[src/atan2aa_pkg.sv]
`timescale 1ns / 1ps
// ----------------------------------------------------------------------------
// atan2aa_pkg : shared constants and types for the angle approximation block
// Widths, fixed-point constants and the flag bundle carried down the pipeline.
// ----------------------------------------------------------------------------
package atan2aa_pkg;

	// input vector components
	localparam int COORD_BITS = 16;

	// ratio is Q14, the divider makes one extra bit for rounding
	localparam int RATIO_FRAC = 14;
	localparam int QUO_BITS   = RATIO_FRAC + 2;
	localparam int NUM_CELLS  = QUO_BITS;
	localparam int RATIO_BITS = RATIO_FRAC + 2;

	// polynomial datapath widths
	localparam int LINA_BITS = 34;
	localparam int QA_BITS   = RATIO_BITS + RATIO_FRAC + 1;
	localparam int SUM_BITS  = 49;
	localparam int SUM_SHIFT = 31;

	// angle widths, Q13
	localparam int ANGLE_BITS = 16;
	localparam int P_BITS     = 16;
	localparam int WIDE_BITS  = ANGLE_BITS + 2;

	localparam logic signed [17:0]           PI4_Q16  = 18'sd51472;
	localparam logic signed [15:0]           C273_Q16 = 16'sd17891;
	localparam logic signed [ANGLE_BITS-1:0] PI_Q13   = 16'sd25736;
	localparam logic signed [ANGLE_BITS-1:0] PI2_Q13  = 16'sd12868;

	// side information that travels alongside each request
	typedef struct packed {
		logic x_zero;
		logic y_neg;
		logic x_neg;
		logic swap;
	} atan2aa_flags_t;

endpackage

[src/atan2aa_div_cell.sv]
`timescale 1ns / 1ps
// ----------------------------------------------------------------------------
// atan2aa_div_cell : one restoring divider cell
// Compares the incoming remainder with the divisor, yields one quotient bit
// and registers remainder, divisor, partial quotient and flags for the next cell.
// ----------------------------------------------------------------------------
module atan2aa_div_cell (
	input  logic                                  clk,
	input  logic                                  arst_n,
	input  logic                                  en,
	input  logic                                  valid_in,
	input  logic [atan2aa_pkg::COORD_BITS-1:0]    rem_in,
	input  logic [atan2aa_pkg::COORD_BITS-1:0]    den_in,
	input  logic [atan2aa_pkg::QUO_BITS-1:0]      quo_in,
	input  atan2aa_pkg::atan2aa_flags_t           flags_in,
	output logic                                  valid_out,
	output logic [atan2aa_pkg::COORD_BITS-1:0]    rem_out,
	output logic [atan2aa_pkg::COORD_BITS-1:0]    den_out,
	output logic [atan2aa_pkg::QUO_BITS-1:0]      quo_out,
	output atan2aa_pkg::atan2aa_flags_t           flags_out
);

	logic                                  ge;
	logic [atan2aa_pkg::COORD_BITS-1:0]    rem_nx;
	logic                                  valid_s1;
	logic [atan2aa_pkg::COORD_BITS-1:0]    rem_s1;
	logic [atan2aa_pkg::COORD_BITS-1:0]    den_s1;
	logic [atan2aa_pkg::QUO_BITS-1:0]      quo_s1;
	atan2aa_pkg::atan2aa_flags_t           flags_s1;

	assign ge     = (rem_in >= den_in);
	assign rem_nx = ge ? (rem_in - den_in) : rem_in;

	always_ff @(posedge clk or negedge arst_n) begin
		if (!arst_n) begin
			valid_s1 <= 1'b0;
		end else if (en) begin
			valid_s1 <= valid_in;
		end
	end

	always_ff @(posedge clk) begin
		if (en) begin
			rem_s1   <= rem_nx;
			den_s1   <= den_in;
			quo_s1   <= {quo_in[atan2aa_pkg::QUO_BITS-2:0], ge};
			flags_s1 <= flags_in;
		end
	end

	assign valid_out = valid_s1;
	assign rem_out   = rem_s1;
	assign den_out   = den_s1;
	assign quo_out   = quo_s1;
	assign flags_out = flags_s1;

endmodule

[src/atan2aa_poly.sv]
`timescale 1ns / 1ps
// ----------------------------------------------------------------------------
// atan2aa_poly : ratio rounding and polynomial evaluation
// Four stages: signed Q14 ratio, first products, second product, sum and
// round to Q13.
// ----------------------------------------------------------------------------
module atan2aa_poly (
	input  logic                                     clk,
	input  logic                                     arst_n,
	input  logic                                     en,
	input  logic                                     valid_in,
	input  logic [atan2aa_pkg::QUO_BITS-1:0]         quo_in,
	input  atan2aa_pkg::atan2aa_flags_t              flags_in,
	output logic                                     valid_out,
	output logic signed [atan2aa_pkg::P_BITS-1:0]    p_out,
	output atan2aa_pkg::atan2aa_flags_t              flags_out
);

	localparam logic [atan2aa_pkg::RATIO_FRAC:0] ONE_Q14 =
		(atan2aa_pkg::RATIO_FRAC + 1)'(1) << atan2aa_pkg::RATIO_FRAC;
	localparam logic signed [atan2aa_pkg::SUM_BITS-1:0] ROUND_HALF =
		atan2aa_pkg::SUM_BITS'(1) << (atan2aa_pkg::SUM_SHIFT - 1);

	logic [3:0]                                       valid_q;
	atan2aa_pkg::atan2aa_flags_t                      flags_s1, flags_s2, flags_s3, flags_s4;

	logic [atan2aa_pkg::QUO_BITS:0]                   qinc;
	logic [atan2aa_pkg::QUO_BITS-1:0]                 qr;
	logic signed [atan2aa_pkg::RATIO_BITS-1:0]        r_nx;
	logic signed [atan2aa_pkg::RATIO_BITS-1:0]        r_s1;
	logic [atan2aa_pkg::RATIO_FRAC:0]                 ar_s1;

	logic [atan2aa_pkg::RATIO_FRAC:0]                 om;
	logic signed [atan2aa_pkg::LINA_BITS-1:0]         lin_s2;
	logic signed [atan2aa_pkg::QA_BITS-1:0]           qa_s2;

	logic signed [atan2aa_pkg::SUM_BITS-1:0]          lin_s3;
	logic signed [atan2aa_pkg::SUM_BITS-1:0]          quad_s3;

	logic signed [atan2aa_pkg::SUM_BITS-1:0]          sum;
	logic signed [atan2aa_pkg::P_BITS-1:0]            p_s4;

	// round half up of the doubled quotient, then apply the sign
	assign qinc = {1'b0, quo_in} + (atan2aa_pkg::QUO_BITS + 1)'(1);
	assign qr   = qinc[atan2aa_pkg::QUO_BITS:1];
	assign r_nx = (flags_in.y_neg ^ flags_in.x_neg) ? -signed'(qr) : signed'(qr);

	assign om  = ONE_Q14 - ar_s1;
	assign sum = lin_s3 + quad_s3 + ROUND_HALF;

	always_ff @(posedge clk or negedge arst_n) begin
		if (!arst_n) begin
			valid_q <= '0;
		end else if (en) begin
			valid_q <= {valid_q[2:0], valid_in};
		end
	end

	always_ff @(posedge clk) begin
		if (en) begin
			// ratio
			r_s1     <= r_nx;
			ar_s1    <= qr[atan2aa_pkg::RATIO_FRAC:0];
			flags_s1 <= flags_in;
			// pi/4 * r and r * (1 - |r|)
			lin_s2   <= atan2aa_pkg::LINA_BITS'(atan2aa_pkg::PI4_Q16)
				* atan2aa_pkg::LINA_BITS'(r_s1);
			qa_s2    <= atan2aa_pkg::QA_BITS'(r_s1)
				* atan2aa_pkg::QA_BITS'(signed'({1'b0, om}));
			flags_s2 <= flags_s1;
			// 0.273 * r * (1 - |r|), linear term aligned to Q44
			quad_s3  <= atan2aa_pkg::SUM_BITS'(atan2aa_pkg::C273_Q16)
				* atan2aa_pkg::SUM_BITS'(qa_s2);
			lin_s3   <= atan2aa_pkg::SUM_BITS'(
				signed'({lin_s2, {atan2aa_pkg::RATIO_FRAC{1'b0}}}));
			flags_s3 <= flags_s2;
			// round to Q13
			p_s4     <= signed'(sum[atan2aa_pkg::SUM_SHIFT+atan2aa_pkg::P_BITS-1:
				atan2aa_pkg::SUM_SHIFT]);
			flags_s4 <= flags_s3;
		end
	end

	assign valid_out = valid_q[3];
	assign p_out     = p_s4;
	assign flags_out = flags_s4;

endmodule

[src/atan2_angle_approx_top.sv]
`timescale 1ns / 1ps
// ----------------------------------------------------------------------------
// atan2_angle_approx_top : pipelined four-quadrant arctangent
// Vector in, angle in radians (Q13) out, one request per clock while in_stall is low.
// ----------------------------------------------------------------------------
// usage
//   input channel  : in_valid / in_stall, payload y_coord, x_coord (signed)
//   output channel : out_valid / out_stall, payload angle (signed Q13, -pi..pi)
//   a request is taken on a rising edge with valid high and stall low
// path
//   the angle of a request passes one front stage, sixteen divider cells, four
//   polynomial stages and the output register before it appears on out_valid
// throughput
//   one request per cycle while in_stall is low, set by the divider chain that yields
//   one quotient bit per cell and moves every request one cell onward each unfrozen cycle
// reset
//   arst_n clears all valid flags; no result is pending after reset
// back-pressure
//   a result held by out_stall parks in the output register, the next one in
//   a skid register; only with the skid full does the pipeline freeze and
//   in_stall rise, so in_stall is a registered signal
// ----------------------------------------------------------------------------
module atan2_angle_approx_top (
	input  logic                                         clk,
	input  logic                                         arst_n,
	input  logic                                         in_valid,
	output logic                                         in_stall,
	input  logic signed [atan2aa_pkg::COORD_BITS-1:0]    y_coord,
	input  logic signed [atan2aa_pkg::COORD_BITS-1:0]    x_coord,
	output logic                                         out_valid,
	input  logic                                         out_stall,
	output logic signed [atan2aa_pkg::ANGLE_BITS-1:0]    angle
);

	localparam int CB = atan2aa_pkg::COORD_BITS;
	localparam int NC = atan2aa_pkg::NUM_CELLS;
	localparam int WB = atan2aa_pkg::WIDE_BITS;

	localparam logic signed [WB-1:0] PI_W  = WB'(atan2aa_pkg::PI_Q13);
	localparam logic signed [WB-1:0] PI2_W = WB'(atan2aa_pkg::PI2_Q13);

	// pipeline advances whenever the skid register is free
	logic en;

	// front stage: magnitudes, operand order, flags
	logic [CB-1:0]                 ay, ax;
	logic                          swap_nx;
	logic                          valid_s1;
	logic [CB-1:0]                 num_s1, den_s1;
	atan2aa_pkg::atan2aa_flags_t   flags_s1;

	// divider chain
	logic                          c_valid [0:NC];
	logic [CB-1:0]                 c_rem   [0:NC];
	logic [CB-1:0]                 c_den   [0:NC];
	logic [atan2aa_pkg::QUO_BITS-1:0] c_quo [0:NC];
	atan2aa_pkg::atan2aa_flags_t   c_flags [0:NC];
	logic [CB-1:0]                 c_rem_out [0:NC-1];

	// polynomial output
	logic                                         p_valid;
	logic signed [atan2aa_pkg::P_BITS-1:0]        p_val;
	atan2aa_pkg::atan2aa_flags_t                  p_flags;

	// final angle
	logic signed [WB-1:0]          p_w, base, turned, ang_w;
	logic signed [atan2aa_pkg::ANGLE_BITS-1:0] ang_nx;
	logic                          deliver;

	// output register and skid
	logic                                         out_valid_q;
	logic signed [atan2aa_pkg::ANGLE_BITS-1:0]    angle_q;
	logic                                         skid_valid_q;
	logic signed [atan2aa_pkg::ANGLE_BITS-1:0]    skid_angle_q;

	assign en       = !skid_valid_q;
	assign in_stall = skid_valid_q;

	// --- front stage ---
	// magnitude of the most negative value wraps to the right unsigned value
	assign ay      = y_coord[CB-1] ? (~y_coord + CB'(1)) : y_coord;
	assign ax      = x_coord[CB-1] ? (~x_coord + CB'(1)) : x_coord;
	assign swap_nx = (ay > ax);

	always_ff @(posedge clk or negedge arst_n) begin
		if (!arst_n) begin
			valid_s1 <= 1'b0;
		end else if (en) begin
			valid_s1 <= in_valid;
		end
	end

	always_ff @(posedge clk) begin
		if (en) begin
			num_s1          <= swap_nx ? ax : ay;
			den_s1          <= swap_nx ? ay : ax;
			flags_s1.x_zero <= (x_coord == '0);
			flags_s1.y_neg  <= y_coord[CB-1];
			flags_s1.x_neg  <= x_coord[CB-1];
			flags_s1.swap   <= swap_nx;
		end
	end

	// --- divider chain: first cell sees the numerator as is, the rest
	// see the previous remainder doubled ---
	assign c_valid[0] = valid_s1;
	assign c_rem[0]   = num_s1;
	assign c_den[0]   = den_s1;
	assign c_quo[0]   = '0;
	assign c_flags[0] = flags_s1;

	for (genvar i = 0; i < NC; i++) begin : g_cell
		atan2aa_div_cell u_cell (
			.clk       (clk),
			.arst_n    (arst_n),
			.en        (en),
			.valid_in  (c_valid[i]),
			.rem_in    (c_rem[i]),
			.den_in    (c_den[i]),
			.quo_in    (c_quo[i]),
			.flags_in  (c_flags[i]),
			.valid_out (c_valid[i+1]),
			.rem_out   (c_rem_out[i]),
			.den_out   (c_den[i+1]),
			.quo_out   (c_quo[i+1]),
			.flags_out (c_flags[i+1])
		);
		// remainder stays below the divisor, so doubling never overflows
		assign c_rem[i+1] = {c_rem_out[i][CB-2:0], 1'b0};
	end

	// --- ratio and polynomial ---
	atan2aa_poly u_poly (
		.clk       (clk),
		.arst_n    (arst_n),
		.en        (en),
		.valid_in  (c_valid[NC]),
		.quo_in    (c_quo[NC]),
		.flags_in  (c_flags[NC]),
		.valid_out (p_valid),
		.p_out     (p_val),
		.flags_out (p_flags)
	);

	// --- octant and quadrant correction, saturation ---
	always_comb begin
		p_w = WB'(p_val);
		if (p_flags.swap) begin
			base = ((p_flags.y_neg ^ p_flags.x_neg) ? -PI2_W : PI2_W) - p_w;
		end else begin
			base = p_w;
		end
		if (p_flags.x_neg) begin
			turned = p_flags.y_neg ? (base - PI_W) : (base + PI_W);
		end else begin
			turned = base;
		end
		if (p_flags.x_zero) begin
			ang_w = p_flags.y_neg ? -PI2_W : PI2_W;
		end else if (turned > PI_W) begin
			ang_w = PI_W;
		end else if (turned < -PI_W) begin
			ang_w = -PI_W;
		end else begin
			ang_w = turned;
		end
		ang_nx = ang_w[atan2aa_pkg::ANGLE_BITS-1:0];
	end

	assign deliver = en && p_valid;

	// --- output register with skid ---
	always_ff @(posedge clk or negedge arst_n) begin
		if (!arst_n) begin
			out_valid_q  <= 1'b0;
			skid_valid_q <= 1'b0;
		end else if (!out_valid_q || !out_stall) begin
			// output free: drain skid first, else take the pipeline
			if (skid_valid_q) begin
				out_valid_q  <= 1'b1;
				skid_valid_q <= 1'b0;
			end else begin
				out_valid_q  <= deliver;
			end
		end else if (deliver) begin
			skid_valid_q <= 1'b1;
		end
	end

	always_ff @(posedge clk) begin
		if (!out_valid_q || !out_stall) begin
			if (skid_valid_q) begin
				angle_q <= skid_angle_q;
			end else if (deliver) begin
				angle_q <= ang_nx;
			end
		end else if (deliver) begin
			skid_angle_q <= ang_nx;
		end
	end

	assign out_valid = out_valid_q;
	assign angle     = angle_q;

	// --- assertions ---
	// skid only holds a request behind a pending output
	a_skid_behind_out: assert property (@(posedge clk) disable iff (!arst_n)
		skid_valid_q |-> out_valid_q)
		else $error("skid holds a request while the output register is empty");

	// skid fills only when the output was stalled
	a_skid_fill: assert property (@(posedge clk) disable iff (!arst_n)
		$rose(skid_valid_q) |-> $past(out_valid_q && out_stall))
		else $error("skid filled without a stalled output");

	// delivered angle lies within -pi..pi
	a_angle_range: assert property (@(posedge clk) disable iff (!arst_n)
		out_valid_q |-> (angle_q <= atan2aa_pkg::PI_Q13 && angle_q >= -atan2aa_pkg::PI_Q13))
		else $error("angle outside -pi..pi");

	// pipeline frozen while the skid is full
	a_freeze: assert property (@(posedge clk) disable iff (!arst_n)
		skid_valid_q && $past(skid_valid_q) |-> $stable(p_val))
		else $error("pipeline moved while the skid was full");

endmodule
[config.mk]
export PLATFORM = sky130hd
export DESIGN_NAME = atan2_angle_approx_top
export DESIGN_NICKNAME = d
export VERILOG_FILES = /design/src/atan2aa_pkg.sv /design/src/atan2aa_div_cell.sv /design/src/atan2aa_poly.sv /design/src/atan2_angle_approx_top.sv
export SDC_FILE = /design/constraint.sdc
export NUM_CORES = 2
export LEC_CHECK = 0
export BUFFER_PORTS_ARGS = -buffer_cell sky130_fd_sc_hd__buf_2
export CAP_MARGIN = 20
export CORE_ASPECT_RATIO = 1.25
export CORE_MARGIN = 4
export CORE_UTILIZATION = 65
export CTS_CLUSTER_SIZE = 12
export DETAILED_ROUTE_END_ITERATION = 6
export PLACE_DENSITY = 0.81
export SYNTH_ARGS = -nofsm -noshare
export SYNTH_HDL_FRONTEND = slang
export SYNTH_SLANG_ARGS = --single-unit
[constraint.sdc]
create_clock -name clk -period 26.7 [get_ports clk]
set_clock_uncertainty 0.05 [all_clocks]
set_input_delay 1.335 -clock clk [delete_from_list [all_inputs] [get_ports clk]]
set_output_delay 1.335 -clock clk [all_outputs]
set_load 0.05 [all_outputs]
# After elaboration in Yosys (flattened, before gate mapping)
# Index checks and enable logic that the tools add are counted.
# classes
add_sub_neg	25
multipliers	3
n_div	0
n_lt_le_gt_ge	19
eq_ne	0
shifts	0
muxes	33
bitwise	5
n_reduce_logical	10
# op_table
operator	n
16-bit >= comparator	16
15-bit 2-to-1 mux	15
15-bit subtractor	15
16-bit 2-to-1 mux	11
18-bit 2-to-1 mux	4
47-bit by 32-bit adder with 47-bit output (second input constant)	1
47-bit adder	1
16-bit by 31-bit multiplier with 47-bit output (first input constant)	1
16-bit by 2-bit adder with 16-bit output (second input constant)	2
16-bit NOT	2
16-bit by 16-bit multiplier with 31-bit output	1
13-bit by 16-bit multiplier with 29-bit output (first input constant)	1
18-bit by 16-bit adder with 18-bit output (second input constant)	1
18-bit by 16-bit > comparator with 1-bit output (second input constant)	1
18-bit by 16-bit less-than comparator with 1-bit output (second input constant)	1
18-bit by 16-bit subtractor with 18-bit output	1
18-bit by 16-bit subtractor with 18-bit output (second input constant)	1
16-bit by 1-bit adder with 17-bit output (second input constant)	1
16-bit > comparator	1
16-bit logical NOT	1
16-bit negator	1
15-bit subtractor (first input constant)	1
2-bit AND reduction	2
2-bit nonzero test	2
other kinds (6)	11
# word_totals
ff_bits	955
latch_bits	0
mem_bits_rw	0
rom_bits	0
inputBits	36
output_inout_bits	18
elab_cells	270
n_memories	0

# Logic depth before layout (Yosys ltp)
# depth
ltp_word	13
ltp_mapped	32
depth_no_buf	30

# By module
# A second synthesis with hierarchy kept.
# unflattened
hier_cells	7032
area_unflattened_um2	80174.4
# modules_own_cells
module	n_inst	cells_per_inst	area_each_um2
atan2aa_div_cell	16	221	2825.2
atan2aa_poly	1	2866	28987.8
atan2_angle_approx_top	1	630	5983.2

# Least setup slack after synthesis
# No wires, ideal clock.
# synth_path
path_kind	register to register
from	register skid_valid_q (netlist: in_stall)
to	register angle_q (netlist bit angle[10]) (data pin)
t_arrival_ns	21.005
t_required_ns	26.375
path_slack_ns	5.370
stages_incl_launch_ff	5
synth_period_minus_slack_ns	21.330
cell_sequence	dfrtp_1 clkbuf_1 inv_1 nand3_1 o311a_1
# synth_via
elab_chain_cells	1
# synth_rtl
item	line_no	text
start, declared	atan2_angle_approx_top.sv:73	logic skid_valid_q;
start signal, assigned	atan2_angle_approx_top.sv:176	skid_valid_q <= 1'b0;
start signal, assigned	atan2_angle_approx_top.sv:181	skid_valid_q <= 1'b0;
start signal, assigned	atan2_angle_approx_top.sv:186	skid_valid_q <= 1'b1;
16-bit 2-to-1 mux	atan2_angle_approx_top.sv:192	if (skid_valid_q) begin
end signal, assigned	atan2_angle_approx_top.sv:193	angle_q <= skid_angle_q;
end signal, assigned	atan2_angle_approx_top.sv:195	angle_q <= ang_nx;
end, declared	atan2_angle_approx_top.sv:72	logic signed [atan2aa_pkg::ANGLE_BITS-1:0] angle_q;
# No other way between the ends.
# A chain may end at the register's enable or synchronous reset.

# Worst setup path in the final report
# layout_path
from	register u_poly.ar_s1[0] (netlist name)
to	register u_poly.qa_s2[30] (netlist name) (data pin)
# layout_via
elab_chain_cells	2
# layout_rtl
item	line_no	text
start, declared	atan2aa_poly.sv:31	logic [atan2aa_pkg::RATIO_FRAC:0] ar_s1;
start signal, assigned	atan2aa_poly.sv:63	ar_s1 <= qr[atan2aa_pkg::RATIO_FRAC:0];
15-bit subtractor	atan2aa_poly.sv:48	assign om = ONE_Q14 - ar_s1;
16-bit by 16-bit multiplier with 31-bit output	atan2aa_poly.sv:69	* atan2aa_pkg::QA_BITS'(signed'({1'b0, om}));
end signal, assigned	atan2aa_poly.sv:68	qa_s2 <= atan2aa_pkg::QA_BITS'(r_s1)
end, declared	atan2aa_poly.sv:35	logic signed [atan2aa_pkg::QA_BITS-1:0] qa_s2;
# No other way between the ends.

==> impl_metrics.py <==
metrics = {
    "timing": {
        "finalCritPeriodShare": 0.322,
        "layout_setup_ws_ns": 18.09,
        "fin_tns_setup_ns": 0,
        "holdWs_ns": 0.352,
        "clock.fmax_ghz": 0.116,
        "rsz0062_at_grt": "false",
        "timing.slew.headroom": 0.259,
        "min_period_ns": 8.61,
        "worst_pin_slew_ns": 1.11,
        "hold_violations": 0,
        "setup_viol": 0,
        "drv_slew": 0,
    },
    "global_route": {
        "grt_pass1_wl_um": 230000,
        "grtUsageTotal": 0.259,
        "grt.overflow.total": 0,
        "first_global_vias": 46664,
        "grt_start_max_net_pins": 183,
        "antenna_found_initial": 0,
    },
    "clock_network": {
        "cts_resized": 0,
        "cts_root_buffer": "clkbuf_16",
        "htree_levels": 3,
        "clk_path_buf_depth": 3,
        "clock_latency_ns": 0.69,
        "path_clk_slew_ns": 0.06,
        "clock-sinks": 935,
        "cts_tree": "built",
        "cts_buffers": 94,
        "hold_buffers": 0,
        "post_cts.repair.setup_buffers": 0,
    },
    "die": {
        "die_area_sq_um": 110000,
        "io_pins": 54,
        "die-height_um": 370,
        "die_x_um": 297,
        "rows": 132,
        "start_util": 0.655,
        "core_area_sq_um": 104000,
    },
    "routing": {
        "ant_nets": 0,
        "wl_met1_um": 51300,
        "drc": 0,
        "first_pass_iters": 6,
        "drt-initial-drc-count": 2874,
        "highest_layer": "met4",
        "wire_per_inst_um": 18.4,
        "viasPerCell": 5.81,
        "wl_um": 140000,
        "wl_met3_um": 5520,
        "wl_met2_um": 75400,
        "via_count": 44314,
    },
    "yosys": {
        "synth_seq_area_share": 0.411,
        "synth_ff_type": "edfxtp_1",
        "synth_cell_type_count": 89,
        "synth_fp_nets": 7347,
        "synthArstFlopShare": 0.0246,
        "synth_area_sq_um": 68000,
        "synth_compound_gate_area_share": 0.0853,
        "synth-edff-count": 912,
        "synth_top_area_cell": "edfxtp_1",
        "synth_top_area_frac": 0.403,
        "synthCells": 6142,
        "synth_xor_area_frac": 0.0465,
        "synth_fa_ha_area_frac": 0.267,
        "ys_top_cells_by_area": "edfxtp_1, fa_1, ha_1, inv_1, xnor2_1",
        "muxShareOfSynthArea": 0.0244,
        "ys_ff_latch": 935,
        "avgSynthCellArea_sq_um": 11.1,
        "synth_warnings": 0,
        "yosys.area_share.simple": 0.0992,
        "synth_top_family_by_area": "adder cells",
    },
    "final_layout": {
        "fill_cells": 7208,
        "final_cell_mix": "inv_1, edfxtp_1, ha_1, fa_1, nor2_1",
        "num-nets-final": 7439,
        "drive_gt1_frac": 0.0604,
        "area_growth_pct": 7.08,
        "final_common_cell": "inv_1",
        "seq_area_sq_um": 28000,
        "multiInputGateArea_sq_um": 35600,
    },
    "critical_path": {
        "crit_family": "adder cells",
        "crit_buf_inv": 6,
        "crit_path_end_kind": "flip-flop",
        "max_stage_delay_ns": 0.85,
        "cp-start-kind": "flip-flop",
        "required_ns": 27.08,
        "critPathMaxFanout": 22,
        "cp.arrival_ns": 8.98,
        "crit_top_cell": "fa_1",
        "path_class": "reg2reg",
        "cp_slowest_cell": "xor2_1",
    },
    "hold_path": {
        "hold_path_class": "reg2reg",
    },
    "job": {
        "drv_cap": 0,
    },
    "place": {
        "post-dp-hpwl_um": 108000,
        "io_buffers": 53,
        "place_congestion": 0.914,
        "pre_cts_ws_ns": 18.06,
    },
    "status": {
        "outcome": "finished clean",
    },
}
metrics by stage:
stage	instance area (sq um)	util	std cells
final	72800	0.702	7629
after CTS	72800	0.701	7626
after detailed placement	70000	0.674	7476
after global placement	70000	0.674	7476
after global routing	72800	0.702	7628
after floorplan	68000	-	6142
area by class of cell:
cell class / count / area share
Antenna cell: 1 / 0.0000344
Clock buffer: 127 / 0.0350
Clock inverter: 23 / 0.00351
Inverter: 1095 / 0.0566
Multi-Input combinational cell: 4008 / 0.489
Sequential cell: 935 / 0.384
Tap cell: 1340 / 0.0230
Timing Repair Buffer: 100 / 0.00894
cell families after synthesis:
kind of cell / count (synthesis)
and+or+nand+nor: 1418
DFF: 935
buffers and inverters: 1199
muxes: 154
xor gates and xnor gates: 361
adders and majority gates: 1170
AOI/OAI and AO/OA: 905
routing by layer:
metal / global-route usage / up-vias
li1: - / 21113
met1: 0.278 / 21637
met2: 0.494 / 1132
met3: 0.0316 / 432
met4: 0.144 / 0
met5: 0 / -
registers in the layout, summed over array words and instances, names as in the netlist, 15 cells and up:
name	count
u_poly.lin_s3	29
g_cell.u_cell.quo_out	136
g_cell.u_cell.den_out	240
u_poly.lin_s2	28
u_poly.p_out	16
den_s1	16
g_cell.u_cell.valid_out	16
num_s1	16
u_poly.r_s1	15
u_poly.ar_s1	15
u_poly.qa_s2	31
g_cell.u_cell.rem_out	225
u_poly.quad_s3	29
skid_angle_q	16
g_cell.u_cell.flags_out	64
angle	16
cell usage after synthesis, drive strengths merged (13+ instances only):
| cell | instances |
|---|---|
| inv | 1093 |
| edfxtp | 912 |
| ha | 703 |
| fa | 466 |
| nor2 | 450 |
| nand2 | 343 |
| a21oi | 263 |
| o21ai | 242 |
| xnor2 | 241 |
| and2 | 128 |
| xor2 | 120 |
| clkbuf | 94 |
| mux2 | 92 |
| nand3 | 84 |
| nor3 | 84 |
| nand4 | 68 |
| a21boi | 64 |
| mux2i | 62 |
| nor2b | 61 |
| or3 | 48 |
| nand2b | 47 |
| o21a | 44 |
| a21o | 40 |
| and3 | 33 |
| nor4 | 28 |
| a31o | 25 |
| a31oi | 24 |
| dfrtp | 23 |
| o2111ai | 21 |
| o31ai | 21 |
| o41ai | 19 |
| a211oi | 15 |
| or2 | 14 |
| o211ai | 13 |
worst paths after layout:
path,start,endpoint,slack (ns),cells past startpoint
max in group asynchronous,arst_n,in_stall$_DFFE_PN0P_,25.67,1
max reg2reg,u_poly.ar_s1[0]$_DFFE_PN_,u_poly.qa_s2[30]$_DFFE_PN_,18.09,27
min in group asynchronous,arst_n,out_valid$_DFFE_PN0N_,0.56,1
min,g_cell[11].u_cell.quo_out[9]$_DFFE_PN_,g_cell[12].u_cell.quo_out[10]$_DFFE_PN_,0.35,0
min reg2reg,g_cell[11].u_cell.quo_out[9]$_DFFE_PN_,g_cell[12].u_cell.quo_out[10]$_DFFE_PN_,0.35,0
max,u_poly.ar_s1[0]$_DFFE_PN_,u_poly.qa_s2[30]$_DFFE_PN_,18.09,27
Power is not shown: default switching activity piles up to over one toggle a cycle in this logic, so the estimate is an artifact.
